--- src/hw/rtl/xalu_pkg.sv ---
`default_nettype none
package xalu_pkg;
   localparam int DataWidth = 32;

   typedef enum logic [3:0] {
      KIND_ADD = 4'd0, KIND_SUB = 4'd1, KIND_CMP = 4'd2, KIND_INC = 4'd3,
      KIND_DEC = 4'd4, KIND_NEG = 4'd5, KIND_ADC = 4'd6, KIND_SBB = 4'd7,
      KIND_MUL = 4'd8, KIND_IMULW = 4'd9, KIND_IMULL = 4'd10,
      KIND_DIV = 4'd11, KIND_IDIV = 4'd12, KIND_NOP = 4'd15
   } kind_type;

   typedef enum logic [1:0] {
      SIZE_BYTE = 2'd0, SIZE_WORD = 2'd1, SIZE_DWORD = 2'd2, SIZE_DWORD3 = 2'd3
   } size_type;

   // classified work item passed from front to back
   typedef struct packed {
      kind_type kind;
      size_type size;
      logic [31:0] a;       // masked first operand
      logic [31:0] b;       // masked second operand
      logic [31:0] mult;    // masked multiplier
      logic [63:0] dividend;
   } op_type;

   localparam int QueueDepth = 2;
endpackage
`default_nettype wire

--- src/hw/rtl/xalu_front.sv ---
`default_nettype none
module xalu_front (
   input  wire logic clock,
   input  wire logic reset,
   input  wire logic req_valid,
   output logic req_ready,
   input  wire logic [3:0] req_kind,
   input  wire logic [1:0] req_size,
   input  wire logic [31:0] req_first_operand,
   input  wire logic [31:0] req_second_operand,
   input  wire logic [31:0] req_acc_low,
   input  wire logic [31:0] req_acc_high,
   output logic q_valid,
   input  wire logic q_ready,
   output xalu_pkg::op_type q_op
);
   import xalu_pkg::*;

   op_type slot_ff [QueueDepth];
   logic [1:0] cnt_ff, cnt_in;
   logic rd_ff, rd_in, wr_ff, wr_in;
   logic [31:0] mask;
   op_type cls;
   logic push, pop;

   always_comb begin
      case (req_size)
         SIZE_BYTE: mask = 32'h0000_00FF;
         SIZE_WORD: mask = 32'h0000_FFFF;
         default:   mask = 32'hFFFF_FFFF;
      endcase
      cls.size = (req_size == SIZE_DWORD3) ? SIZE_DWORD : size_type'(req_size);
      cls.kind = (req_kind > 4'd12) ? KIND_NOP : kind_type'(req_kind);
      cls.a = req_first_operand & mask;
      cls.b = req_second_operand & mask;
      cls.mult = req_acc_low & mask;
      case (req_size)
         SIZE_BYTE: cls.dividend = {48'd0, req_acc_low[15:0]};
         SIZE_WORD: cls.dividend = {32'd0, req_acc_high[15:0], req_acc_low[15:0]};
         default:   cls.dividend = {req_acc_high, req_acc_low};
      endcase
   end

   assign req_ready = (cnt_ff != 2'(QueueDepth));
   assign push = req_valid && req_ready;
   assign q_valid = (cnt_ff != 2'd0);
   assign pop = q_valid && q_ready;
   assign q_op = slot_ff[rd_ff];
   assign cnt_in = cnt_ff + 2'(push) - 2'(pop);
   assign rd_in = rd_ff ^ pop;
   assign wr_in = wr_ff ^ push;

   always_ff @(posedge clock) begin
      if (reset) begin
         cnt_ff <= '0;
         rd_ff <= 1'b0;
         wr_ff <= 1'b0;
      end else begin
         cnt_ff <= cnt_in;
         rd_ff <= rd_in;
         wr_ff <= wr_in;
      end
      if (push) slot_ff[wr_ff] <= cls;
   end
endmodule
`default_nettype wire

--- src/hw/rtl/xalu_back.sv ---
`default_nettype none
module xalu_back (
   input  wire logic clock,
   input  wire logic reset,
   input  wire logic q_valid,
   output logic q_ready,
   input  wire xalu_pkg::op_type q_op,
   output logic rsp_valid,
   input  wire logic rsp_ready,
   output logic [31:0] rsp_result_low,
   output logic [31:0] rsp_result_high,
   output logic rsp_writes_back,
   output logic rsp_carry_out,
   output logic rsp_zero_out,
   output logic rsp_sign_out,
   output logic rsp_overflow_out,
   output logic rsp_divide_error
);
   import xalu_pkg::*;

   typedef enum logic [4:0] {
      ST_IDLE = 5'b00001, ST_MUL = 5'b00010, ST_DIV = 5'b00100,
      ST_DFIN = 5'b01000, ST_OUT = 5'b10000
   } state_type;

   state_type st_ff, st_in;
   op_type op_ff;
   logic cf_ff, zf_ff, sf_ff, of_ff;
   logic [31:0] lo_ff, hi_ff;
   logic wb_ff, derr_ff;
   logic [63:0] prod_ff;
   logic [63:0] dq_ff;     // dividend magnitude shifting into quotient
   logic [32:0] rem_ff;
   logic [31:0] dvs_ff;
   logic [5:0] cnt_ff;
   logic dneg_ff, sneg_ff;

   logic [5:0] w, dw;
   logic [31:0] m;
   always_comb begin
      case (op_ff.size)
         SIZE_BYTE: begin w = 6'd8;  m = 32'hFF; end
         SIZE_WORD: begin w = 6'd16; m = 32'hFFFF; end
         default:   begin w = 6'd32; m = 32'hFFFF_FFFF; end
      endcase
      dw = {w[4:0], 1'b0};
   end

   function automatic logic [31:0] sext(input logic [31:0] v, input size_type s);
      case (s)
         SIZE_BYTE: sext = {{24{v[7]}}, v[7:0]};
         SIZE_WORD: sext = {{16{v[15]}}, v[15:0]};
         default:   sext = v;
      endcase
   endfunction

   function automatic logic msb(input logic [31:0] v, input size_type s);
      case (s)
         SIZE_BYTE: msb = v[7];
         SIZE_WORD: msb = v[15];
         default:   msb = v[31];
      endcase
   endfunction

   // add/sub unit on the queue head
   logic [31:0] qm, x, y, res;
   logic [32:0] full;
   logic cin, is_sub, cout, keep_cf, nz, ncf, nof;
   always_comb begin
      case (q_op.size)
         SIZE_BYTE: qm = 32'hFF;
         SIZE_WORD: qm = 32'hFFFF;
         default:   qm = 32'hFFFF_FFFF;
      endcase
      x = q_op.a; y = q_op.b; cin = 1'b0; is_sub = 1'b0; keep_cf = 1'b0;
      case (q_op.kind)
         KIND_SUB, KIND_CMP: is_sub = 1'b1;
         KIND_INC: begin y = 32'd1; keep_cf = 1'b1; end
         KIND_DEC: begin y = 32'd1; is_sub = 1'b1; keep_cf = 1'b1; end
         KIND_NEG: begin x = 32'd0; y = q_op.a; is_sub = 1'b1; end
         KIND_ADC: cin = cf_ff;
         KIND_SBB: begin cin = cf_ff; is_sub = 1'b1; end
         default: ;
      endcase
      // a - b - c = a + ~b + !c at width
      full = is_sub ? ({1'b0, x} + {1'b0, ~y & qm} + 33'(!cin))
                    : ({1'b0, x} + {1'b0, y} + 33'(cin));
      res = full[31:0] & qm;
      case (q_op.size)
         SIZE_BYTE: cout = full[8];
         SIZE_WORD: cout = full[16];
         default:   cout = full[32];
      endcase
      if (is_sub) cout = !cout;
      nz = (res == 32'd0);
      nof = is_sub ? msb((x ^ y) & (x ^ res), q_op.size)
                   : msb(~(x ^ y) & (x ^ res), q_op.size);
      ncf = keep_cf ? cf_ff : cout;
      if (q_op.kind == KIND_NEG) ncf = (q_op.a != 32'd0);
   end

   // restoring divide step
   logic [32:0] trial;
   logic [63:0] dq_sh;
   logic [32:0] rem_sh;
   always_comb begin
      rem_sh = {rem_ff[31:0], dq_ff[6'(dw - 6'd1)]};
      trial = rem_sh - {1'b0, dvs_ff};
      dq_sh = dq_ff << 1;
   end

   // final divide fixup; a doubleword divide keeps all 64 quotient bits
   logic [63:0] qmag;
   logic fits;
   logic [31:0] half;
   always_comb begin
      qmag = (dw == 6'd0) ? dq_ff : (dq_ff & ((64'd1 << dw) - 64'd1));
      half = 32'd1 << (w - 6'd1);
      if (op_ff.kind == KIND_DIV) fits = (qmag <= {32'd0, m});
      else if (dneg_ff != sneg_ff) fits = (qmag <= {32'd0, half});
      else fits = (qmag < {32'd0, half});
   end

   logic [63:0] sp;
   logic [63:0] dmag_in;
   logic dneg_in, sneg_in;
   logic [31:0] smag_in;
   logic [31:0] ma, mb;
   logic signed [32:0] sa, sb;
   logic signed [65:0] sprod;
   always_comb begin
      dneg_in = 1'b0; sneg_in = 1'b0;
      dmag_in = q_op.dividend; smag_in = q_op.a;
      if (q_op.kind == KIND_IDIV) begin
         case (q_op.size)
            SIZE_BYTE: dneg_in = q_op.dividend[15];
            SIZE_WORD: dneg_in = q_op.dividend[31];
            default:   dneg_in = q_op.dividend[63];
         endcase
         sneg_in = msb(q_op.a, q_op.size);
         if (dneg_in) dmag_in = (64'd0 - q_op.dividend) & ((64'd1 << {qm == 32'hFF ? 6'd16 :
            qm == 32'hFFFF ? 6'd32 : 6'd0}) - 64'd1 | {64{qm == 32'hFFFF_FFFF}});
         if (sneg_in) smag_in = (32'd0 - q_op.a) & qm;
      end
      // one 33x33 signed multiplier: zero-extend for mul, sign-extend for imul
      ma = (op_ff.kind == KIND_MUL) ? op_ff.a : sext(op_ff.a, op_ff.size);
      mb = (op_ff.kind == KIND_MUL) ? op_ff.mult
         : (op_ff.kind == KIND_IMULW) ? sext(op_ff.mult, op_ff.size)
         : sext(op_ff.b, op_ff.size);
      sa = $signed({(op_ff.kind != KIND_MUL) && ma[31], ma});
      sb = $signed({(op_ff.kind != KIND_MUL) && mb[31], mb});
      sprod = sa * sb;
      sp = sprod[63:0];
   end

   assign q_ready = (st_ff == ST_IDLE);
   assign rsp_valid = (st_ff == ST_OUT);
   assign rsp_result_low = lo_ff;
   assign rsp_result_high = hi_ff;
   assign rsp_writes_back = wb_ff;
   assign rsp_carry_out = cf_ff;
   assign rsp_zero_out = zf_ff;
   assign rsp_sign_out = sf_ff;
   assign rsp_overflow_out = of_ff;
   assign rsp_divide_error = derr_ff;

   always_comb begin
      st_in = st_ff;
      case (st_ff)
         ST_IDLE: if (q_valid) begin
            case (q_op.kind)
               KIND_MUL, KIND_IMULW, KIND_IMULL: st_in = ST_MUL;
               KIND_DIV, KIND_IDIV: st_in = (smag_in == 32'd0) ? ST_OUT : ST_DIV;
               default: st_in = ST_OUT;
            endcase
         end
         ST_MUL: st_in = ST_DFIN;
         ST_DIV: if (cnt_ff == 6'd1) st_in = ST_DFIN;
         ST_DFIN: st_in = ST_OUT;
         ST_OUT: if (rsp_ready) st_in = ST_IDLE;
         default: st_in = ST_IDLE;
      endcase
   end

   always_ff @(posedge clock) begin
      if (reset) begin
         st_ff <= ST_IDLE;
         cf_ff <= 1'b0; zf_ff <= 1'b0; sf_ff <= 1'b0; of_ff <= 1'b0;
      end else begin
         st_ff <= st_in;
         if (st_ff == ST_IDLE && q_valid) begin
            case (q_op.kind)
               KIND_ADD, KIND_SUB, KIND_CMP, KIND_INC, KIND_DEC, KIND_NEG,
               KIND_ADC, KIND_SBB: begin
                  cf_ff <= ncf; zf_ff <= nz; sf_ff <= msb(res, q_op.size);
                  of_ff <= nof;
               end
               default: ;
            endcase
         end
      end
      case (st_ff)
         ST_IDLE: begin
            op_ff <= q_op;
            lo_ff <= 32'd0; hi_ff <= 32'd0; derr_ff <= 1'b0;
            wb_ff <= !(q_op.kind == KIND_CMP || q_op.kind == KIND_NOP);
            case (q_op.kind)
               KIND_ADD, KIND_SUB, KIND_INC, KIND_DEC, KIND_NEG, KIND_ADC,
               KIND_SBB: lo_ff <= res;
               KIND_DIV, KIND_IDIV: if (smag_in == 32'd0) begin
                  derr_ff <= 1'b1; wb_ff <= 1'b0;
               end
               default: ;
            endcase
            dq_ff <= dmag_in; dvs_ff <= smag_in; rem_ff <= '0;
            dneg_ff <= dneg_in; sneg_ff <= sneg_in;
            cnt_ff <= {q_op.size == SIZE_BYTE ? 6'd16 : q_op.size == SIZE_WORD ? 6'd32 : 6'd0};
         end
         ST_MUL: prod_ff <= sp;
         ST_DIV: begin
            // shift one quotient bit in per cycle
            cnt_ff <= cnt_ff - 6'd1;
            if (!trial[32]) begin
               rem_ff <= trial; dq_ff <= dq_sh | 64'd1;
            end else begin
               rem_ff <= rem_sh; dq_ff <= dq_sh;
            end
         end
         ST_DFIN: begin
            if (op_ff.kind == KIND_MUL || op_ff.kind == KIND_IMULW) begin
               lo_ff <= prod_ff[31:0] & m;
               hi_ff <= 32'(prod_ff >> w) & m;
            end else if (op_ff.kind == KIND_IMULL) begin
               lo_ff <= prod_ff[31:0] & m;
            end else if (!fits) begin
               derr_ff <= 1'b1; wb_ff <= 1'b0;
            end else begin
               lo_ff <= ((dneg_ff != sneg_ff) ? (32'd0 - qmag[31:0]) : qmag[31:0]) & m;
               hi_ff <= (dneg_ff ? (32'd0 - rem_ff[31:0]) : rem_ff[31:0]) & m;
            end
         end
         default: ;
      endcase
   end
endmodule
`default_nettype wire

--- src/hw/rtl/x86_integer_alu_flags_top.sv ---
// channel | direction | handshake              | payload
// req     | in        | req_valid / req_ready  | kind, size, operands, acc_low/high
// rsp     | out       | rsp_valid / rsp_ready  | results, writes_back, flags, divide_error
// An item is registered in the queue before the back end takes it.
// Add/sub class and divide by zero go from idle straight to output; multiply passes MUL and DFIN.
// Divide: 2*width quotient steps (16, 32 or 64) in the shift-subtract loop, then DFIN and output.
// A two-entry queue decouples intake from execution; input stays open while it has room.
// Reset (synchronous) clears the flags, the queue and the back-end sequencer.
`default_nettype none
module x86_integer_alu_flags_top (
   input  wire logic clock,
   input  wire logic reset,
   input  wire logic req_valid,
   output logic req_ready,
   input  wire logic [3:0] req_kind,
   input  wire logic [1:0] req_size,
   input  wire logic [31:0] req_first_operand,
   input  wire logic [31:0] req_second_operand,
   input  wire logic [31:0] req_acc_low,
   input  wire logic [31:0] req_acc_high,
   output logic rsp_valid,
   input  wire logic rsp_ready,
   output logic [31:0] rsp_result_low,
   output logic [31:0] rsp_result_high,
   output logic rsp_writes_back,
   output logic rsp_carry_out,
   output logic rsp_zero_out,
   output logic rsp_sign_out,
   output logic rsp_overflow_out,
   output logic rsp_divide_error
);
   import xalu_pkg::*;

   logic q_valid, q_ready;
   op_type q_op;

   // classify and hold items until the back end takes them
   xalu_front u_front (
      .clock, .reset, .req_valid, .req_ready, .req_kind, .req_size,
      .req_first_operand, .req_second_operand, .req_acc_low, .req_acc_high,
      .q_valid, .q_ready, .q_op
   );

   // execute one item at a time and hold the result until transfer
   xalu_back u_back (
      .clock, .reset, .q_valid, .q_ready, .q_op, .rsp_valid, .rsp_ready,
      .rsp_result_low, .rsp_result_high, .rsp_writes_back, .rsp_carry_out,
      .rsp_zero_out, .rsp_sign_out, .rsp_overflow_out, .rsp_divide_error
   );
endmodule
`default_nettype wire

--- config.mk ---
export PLATFORM = sky130hd
export DESIGN_NAME = x86_integer_alu_flags_top
export DESIGN_NICKNAME = d
export VERILOG_FILES = /design/src/hw/rtl/xalu_pkg.sv /design/src/hw/rtl/xalu_front.sv /design/src/hw/rtl/xalu_back.sv /design/src/hw/rtl/x86_integer_alu_flags_top.sv
export SDC_FILE = /design/constraint.sdc
export NUM_CORES = 2
export LEC_CHECK = 0
export ABC_AREA = 1
export BUFFER_PORTS_ARGS = -buffer_cell sky130_fd_sc_hd__buf_4
export CAP_MARGIN = 0
export CORE_MARGIN = 3
export CORE_UTILIZATION = 35
export DETAILED_ROUTE_END_ITERATION = 8
export PLACE_DENSITY_LB_ADDON = 0.12
export SYNTH_ARGS = -nofsm -noshare
export SYNTH_HDL_FRONTEND = slang
export SYNTH_SLANG_ARGS = --single-unit
--- constraint.sdc ---
create_clock -name clock -period 26.5 [get_ports clock]
set_input_delay 1.325 -clock clock [delete_from_list [all_inputs] [get_ports clock]]
set_output_delay 1.325 -clock clock [all_outputs]
set_load 0.01 [all_outputs]
==> impl_metrics.json <==
{
  "coreArea_mm2": 0.225,
  "area.growth.synth_to_final_pct": 9.96,
  "instances_no_fill": 12600,
  "finalNetCount": 11100,
  "critPathMaxStageDelay_ns": 0.79,
  "postCtsSetupRepairBufs": 0,
  "synth.ff_latch_count": 696,
  "cts_hold_buf": 0,
  "detail-route-antenna-nets": 0,
  "tns_ns": 0,
  "min_to": "u_back.op_ff[73]$_DFFE_PN_",
  "clk_path_buf_depth": 3,
  "maxSlewHeadroom": 0.189,
  "min_from": "u_front.slot_ff[1][73]$_DFFE_PP_",
  "postCtsResizedCells": 0,
  "num-fill-cells": 23200,
  "critical_path_class": "register to register",
  "skew_ns": 0.0553,
  "multi_input_area_mm2": 0.0498,
  "antenna_found_initial": 16,
  "critPathMaxFanout": 63,
  "tritoncts": "done",
  "worst_path_max_delay_cell": "clkinv_1",
  "reg2reg_depth": 43,
  "regArea_mm2": 0.0208,
  "grt-ovfl-total": 0,
  "cts.sinks": 696,
  "rows": 174,
  "yosysMostFrequentCell": "nand2_1",
  "initial_core_util": 0.352,
  "finalHoldViolations": 0,
  "worst_slew_pin_slew_ns": 1.22,
  "synth_enable_flop_cells": 683,
  "syn_nets": 11000,
  "ys_warn_count": 0,
  "arrival_ns": 12.89,
  "vias": 65000,
  "dpl.hpwl_um": 257000,
  "netlist_top_cells_count": "2108 x nand2_1, 1962 x inv_1, 1130 x fa_1",
  "dieHeight_um": 482,
  "io_pins": 210,
  "crit_path_start_kind": "register",
  "grt_pass1_vias": 66500,
  "die_w_um": 482,
  "r2r_start": "u_back.op_ff[161]$_DFFE_PN_",
  "grtUsageTotal": 0.273,
  "cts_buffers": 81,
  "mappedNetlistArea_mm2": 0.0793,
  "maxSlewViolCount": 0,
  "max-cap-violations": 0,
  "grt_pass1_wl_um": 463000,
  "rsz0062_at_grt": "no",
  "syn_inst": 9437,
  "ys_async_sr_fraction": 0,
  "synthTopCellsByArea": "fa_1 29%, edfxtp_1 26%, nand2_1 10%",
  "synth.largest_area_cell": "fa_1",
  "grt_max_degree": 137,
  "place_inst": 12400,
  "clockRootBuffer": "clkbuf_16",
  "ys_types": 77,
  "drt-initial-drc-count": 5575,
  "die_area_mm2": 0.232,
  "hold_depth": 2,
  "wl_per_cell_um": 25.4,
  "gp_congestion": 0.970,
  "ys.flop_type": "edfxtp_1",
  "worstHoldPathType": "register to register",
  "viasPerCell": 5.18,
  "drc_errors": 0,
  "status": "complete, no violations",
  "first_pass_iters": 6,
  "post-route-min-period_ns": 12.43,
  "seq_area_frac_synth": 0.262,
  "fmaxAchievable_mhz": 80.4,
  "clock_latency_ns": 0.73,
  "portBuffers": 209,
  "end_kind": "register",
  "avgSynthCellArea_um2": 8.40,
  "synth_top_area_share": 0.285,
  "htreeDepth": 3,
  "layout-drive-gt1-share": 0.0683,
  "clk_pin_slew_ns": 0.06,
  "totalWireLength_um": 318000,
  "r2r_slack_ns": 14.07,
  "required_ns": 26.96,
  "period_share": 0.469,
  "r2r-end": "u_back.prod_ff[61]$_DFFE_PP_",
  "setup_viol": 0
}
[registers in the layout, summed over array words and instances (netlist names), 6 cells and up]
| name | cells |
|---|---|
| u_back.prod_ff | 64 |
| u_back.rsp_result_high | 32 |
| u_back.dq_ff | 64 |
| u_back.rem_ff | 32 |
| u_back.op_ff | 101 |
| u_back.dvs_ff | 32 |
| u_back.rsp_result_low | 32 |
| u_back.cnt_ff | 6 |
| u_front.slot_ff | 316 |
[critical path, delay by kind of cell, from the launching register on]
family | cells | cell delay (ns)
flip-flops | 1 | 0.32
adder cells (fa/ha/maj) | 10 | 5.01
AND/OR/NAND/NOR | 9 | 2.11
buffers and inverters | 14 | 2.86
AO/OA/AOI/OAI | 9 | 1.71
XOR/XNOR | 1 | 0.15
[per-layer routing]
metal,vias up,track usage,wire length [um]
li1,29300,-,-
met1,33100,0.368,136000
met2,2221,0.458,152000
met3,418,0.0315,18000
met4,4,0.0922,12100
met5,-,0,23
[how the worst max path moves through the flow]
stage | slack [ns] | startpoint | end
CTS | 14.13 | u_back.op_ff[161]$_DFFE_PN_ | u_back.prod_ff[61]$_DFFE_PP_
finish | 14.07 | u_back.op_ff[161]$_DFFE_PN_ | u_back.prod_ff[61]$_DFFE_PP_
floorplan | 8.41 | u_back.st_ff[1]$_SDFFE_PP0P_ | u_back.cnt_ff[0]$_SDFFCE_PN0P_
detailed placement | 14.18 | u_back.op_ff[161]$_DFFE_PN_ | u_back.prod_ff[61]$_DFFE_PP_
global route | 13.31 | u_back.op_ff[161]$_DFFE_PN_ | u_back.prod_ff[61]$_DFFE_PP_
global placement | 14.31 | u_back.op_ff[161]$_DFFE_PN_ | u_back.prod_ff[61]$_DFFE_PP_
[cells in the final DEF, fill, tap and decap left out, drive strengths merged, types with 27 or more instances in the layout]
| cell type | synthesis | final |
|---|---|---|
| clkbuf | 300 | 100 |
| clkinv | 16 | 49 |
| nand4 | 72 | 72 |
| a31oi | 36 | 36 |
| buf | 62 | 337 |
| inv | 1981 | 1986 |
| or2 | 55 | 55 |
| o21bai | 27 | 27 |
| edfxtp | 683 | 683 |
| o211ai | 44 | 44 |
| fa | 1130 | 1130 |
| nand2 | 2127 | 2127 |
| xor2 | 116 | 116 |
| nor3 | 80 | 80 |
| nor2 | 947 | 947 |
| nand3 | 333 | 333 |
| o21ai | 455 | 455 |
| a21oi | 356 | 356 |
| ha | 331 | 331 |
| xnor2 | 52 | 52 |
[cell families (layout without fill, tap and decap cells)]
logic type / after synthesis / after routing / synth area share
and+or+nand+nor: 3659 / 3659 / 0.189
muxes: 6 / 6 / 0.000757
buffers and inverters: 2359 / 2484 / 0.114
xor gates and xnor gates: 168 / 168 / 0.0186
adders and majority gates: 1461 / 1461 / 0.337
other: 0 / 3 / 0
AOI/OAI and AO/OA: 1088 / 1088 / 0.0783
DFF: 696 / 696 / 0.262
[stage by stage]
stage	area (um^2)	hold slack [ns]	worst slack (ns)	utilization
6_report	87200	0.515	14.07	0.387
5_1_grt	87200	0.529	13.31	0.387
4_1_cts	87200	0.511	14.13	0.387
3_5_place_dp	84300	0.506	14.18	0.375
3_3_place_gp	84300	0.494	14.31	0.375
2_1_floorplan	79300	0.452	8.41	-
[final cells by class]
class,count,share of cell area
well taps,2992,0.0429
multi-input cells,6382,0.571
clock buffers,100,0.0245
flip-flops and latches,696,0.238
repair buffers,337,0.0292
diodes,3,0.0000861
clock inverters,50,0.00818
inverters,1997,0.0860
Power is left out: the tool's default activity adds up to more than one toggle a clock period on the data nets, which glitch-free logic cannot reach.
